==> src/hdl/prph_mac.sv <==
module prph_mac (
    input  logic        i_clk,
    input  logic [31:0] i_a,
    input  logic [31:0] i_b,
    input  logic [31:0] i_c,
    output logic [63:0] o_p
);

    logic [63:0] r_p;

    // Registered multiply-add shared by the scale, phase, reciprocal, back-multiply and map-address steps
    always_ff @(posedge i_clk) begin
        r_p <= 64'(i_a) * 64'(i_b) + 64'(i_c);
    end

    assign o_p = r_p;

endmodule

==> config.mk <==
export PLATFORM = sky130hd
export DESIGN_NAME = prph_mac
export DESIGN_NICKNAME = d
export VERILOG_FILES = /design/src/hdl/prph_mac.sv
export SDC_FILE = /design/constraint.sdc
export NUM_CORES = 2
export LEC_CHECK = 0
export BUFFER_PORTS_ARGS = -buffer_cell sky130_fd_sc_hd__buf_4
export CAP_MARGIN = 40
export CORE_MARGIN = 10
export CORE_UTILIZATION = 45
export DETAILED_ROUTE_END_ITERATION = 6
export PLACE_DENSITY = 0.7
export SKIP_LAST_GASP = 1
export SYNTH_ARGS = -nofsm -noshare
export SYNTH_HDL_FRONTEND = slang
export SYNTH_SLANG_ARGS = --single-unit
==> constraint.sdc <==
create_clock -name i_clk -period 7.3 [get_ports i_clk]
set_clock_uncertainty 0.05 [all_clocks]
set_input_delay 0.73 -clock i_clk [delete_from_list [all_inputs] [get_ports i_clk]]
set_output_delay 0.73 -clock i_clk [all_outputs]
set_load 0.01 [all_outputs]
Yosys cells after proc, flatten, opt, wreduce, memory -nomap -nowiden
Index checks and enable logic that the tools add are counted.
{"block": "totals", "in_bits": 97, "mem_count": 0, "rom_bits": 0, "latchBits": 0, "mem_bits_rw": 0, "wordCells": 3, "reg_bits": 64, "output_inout_bits": 64}
{"block": "classes", "n_lt_le_gt_ge": 0, "n_mul": 1, "muxes": 0, "n_eq_ne": 0, "n_shift": 0, "reduce_logical": 0, "n_bitwise": 0, "div_mod_pow": 0, "n_addsub": 1}
{"operator": "$add A64 B32 Y64", "count": 1}
{"operator": "$mul A32 B32 Y64", "count": 1}

Depth between registers and ports, before layout
{"block": "logic_depth", "ltp_word": 2, "ltp_mapped": 29, "mapped_depth_nobuf": 27}

Least setup slack after synthesis
OpenSTA, ideal clock, no wires.
{"block": "synth_timing", "kind": "input to register", "from": "input port i_a[16]", "to": "register r_p[57] (netlist: o_p[57])", "setup_time_ns": 0.122, "path_stages": 25, "t_arrival_ns": 7.693, "path_slack_ns": -0.565, "t_required_ns": 7.128, "path_buffers": 2, "path_cell_list": "clkbuf_1 -> and2_1 -> fa_1 -> fa_1 -> fa_1 -> inv_1 -> fa_1 -> inv_1 -> fa_1 -> inv_1 -> fa_1 -> inv_1 -> fa_1 -> inv_1 -> fa_1 -> inv_1 -> ha_1 -> clkbuf_1 -> and4_1 -> or4b_4 -> a311oi_2 -> o2111ai_2 -> a2111oi_4 -> o21ai_2 -> o311a_1"}
{"block": "synth_via", "elab_chain_cells": 2}
{"element": "from (decl)", "line": "3", "text": "input logic [31:0] i_a,"}
{"element": "$mul A32 B32 Y64", "line": "13", "text": "r_p <= 64'(i_a) * 64'(i_b) + 64'(i_c);"}
{"element": "$add A64 B32 Y64", "line": "13"}
{"element": "to (signal assigned)", "line": "13"}
{"element": "to (decl)", "line": "9", "text": "logic [63:0] r_p;"}
No other way between the ends.

Worst setup path after layout
{"block": "layout_timing", "from": "input port i_b[4]", "to": "register r_p[57] (netlist: o_p[57])"}
{"block": "layout_via", "elab_chain_cells": 2}
{"element": "from (decl)", "line": "4", "text": "input logic [31:0] i_b,"}
{"element": "$mul A32 B32 Y64", "line": "13"}
{"element": "$add A64 B32 Y64", "line": "13"}
No other way between the ends.

==> reports/metrics.csv <==
metric,value,unit
synthesized area per cell,9.13,um^2
layout cells sized above 1,17.7,%
largest cells by area after synthesis,"fa_1, and2_1, inv_1",
Startpoint Class,input pin,
setup_tns,-2740,ps
largest area contributor in the netlist,fa_1,
initial core utilization,45.4,%
crit-path most repeated cell,fa_1,
critical path arrival,7830,ps
Slew Limit Headroom,46.1,%
clock buffer depth,2,
total CTS buffers,9,
max reg flops,64,
minimum clock period,7650,ps
final setup vio count,17,
Post-DP HPWL,85200,um
slack of the critical path,-355,ps
Synth top cells by count,"inv_1, fa_1, and2_1",
Bufs and invs on worst path,7,
nets,5563,
DR vias/cell,5.05,
dpl cell area,40600,um^2
CP max FO,6,
gr ovfl total,0,
CTS tree,yes,
"delay-heaviest family, CP",adder cells,
WL met3,5380,um
RSZ-0062 raised after global routing,true,
most common cell in the netlist,inv_1,
IO buf count,160,
clock tree sinks,64,
routed vias,26900,
core area,79000,um^2
number of placement rows,103,
initial antenna violation count,3,
max-cap viol count,0,
fillers,7034,
post-synthesis cell area,35900,um^2
post-synth net total,5215,
routability cong.,0.929,
failing checks,setup timing,
Synth async-reset ratio,0,%
Cells after Synth,3927,
die height,302,um
Worst-path clk slew,60,ps
antenna violation net count after detailed routing,0,
Synth Warn #,0,
final instance area,42300,um^2
# IOs,161,
"Area growth, synth to finish",18.1,%
"Distinct cells, synth",59,
Critical Path RT,7480,ps
drc violations,0,
H-tree depth,3,
vias in the first global route,29900,
Max Freq,131,MHz
die outline width,302,um
register area share after synthesis,3.57,%
top sig layer,met5,
die footprint,91400,um^2
first-iteration detailed-routing DRC count,1411,
area fraction of the dominant cell type after synthesis,51.8,%
"FF+latch count, synth",64,
drt wl/cell,18.3,um
ys flop type,dfxtp_1,
Post-synth EDFFs,0,
total wire length,97500,um
Root Buffer Master,clkbuf_16,
fin. max-slew vios,0,
M1 WL,37100,um
outcome,finished with violations,
met2 WL,51400,um
first-pass GRT wire length,158000,um
Hold Crit Class,input pin to flop,
crit end category,flop,
Slew @ Worst Pin,798,ps
GRT Total Usage,21.9,%
max incr delay on CP,560,ps
final hold vios,0,
largest net degree at the start of global routing,30,
WS Path Type,input pin to flop,
CP max-delay cell,fa_1,
fin crit share,105,%
hold_ws,560,ps
TritonRoute pass-1 iters,5,
-- layout make-up --
class	count	area, um^2	share of cell area [%]
Multi-Input combinational cell	2632	30900	73.0
Timing Repair Buffer	564	4750	11.2
Inverter	1004	3770	8.90
Tap cell	1050	1310	3.10
Sequential cell	64	1280	3.03
Clock buffer	9	225	0.532
Clock inverter	7	103	0.242
Antenna cell	2	5.00	0.0118
-- routing by layer --
metal,GRT usage (%),up-vias
met5,0,-
met4,7.38,2
met3,3.40,200
met2,39.5,760
met1,26.4,14000
li1,-,11900
-- cells by family after synthesis --
logic type / after synthesis / synth area share [%]
AO/OA/AOI/OAI: 203 / 3.77
XOR/XNOR: 63 / 1.54
adder cells (fa/ha/maj): 1191 / 61.0
buffers and inverters: 1231 / 12.9
flip-flops: 64 / 3.57
AND/OR/NAND/NOR: 1175 / 17.2
-- cells in the final DEF (no fill, tap or decap), types with 20 or more instances in the layout --
cell / Yosys / routed
fa_1: 928 / 911
a21o_1: 35 / 35
and2_4: 0 / 23
inv_1: 1004 / 981
ha_1: 263 / 236
buf_12: 0 / 24
nand2_1: 444 / 441
inv_2: 0 / 23
a21oi_1: 65 / 47
nor2_1: 24 / 20
and2_1: 632 / 609
buf_4: 2 / 494
nand4_1: 23 / 23
buf_6: 1 / 38
ha_4: 0 / 25
xnor2_1: 42 / 34
dfxtp_1: 64 / 64
-- path summary, 6_finish.rpt --
| path | from | to | slack, ps | depth (start not counted) |
|---|---|---|---|---|
| min | i_c[0] | o_p[0] | 560 | 2 |
| max | i_b[4] | o_p[57] | -350 | 25 |
-- metrics by stage --
stage	utilization, %	instances	setup slack (ps)
finish	53.6	5332	-355
global route	53.6	5331	-582
CTS	52.5	5308	-341
detailed placement	51.3	5284	-938
global placement	51.3	5284	-904
floorplan	-	3927	-280
-- repair_timing --
item,in CTS,in global routing
pin swaps,63,121
endpoints found under the hold margin,0,0
endpoints found under the setup margin,29,32
hold buffers,0,0
buffers inserted,8,22
gates resized for setup,104,160
cloned,0,1
Power is not shown: default switching activity piles up to over one toggle a cycle in this logic, so the estimate is an artifact.
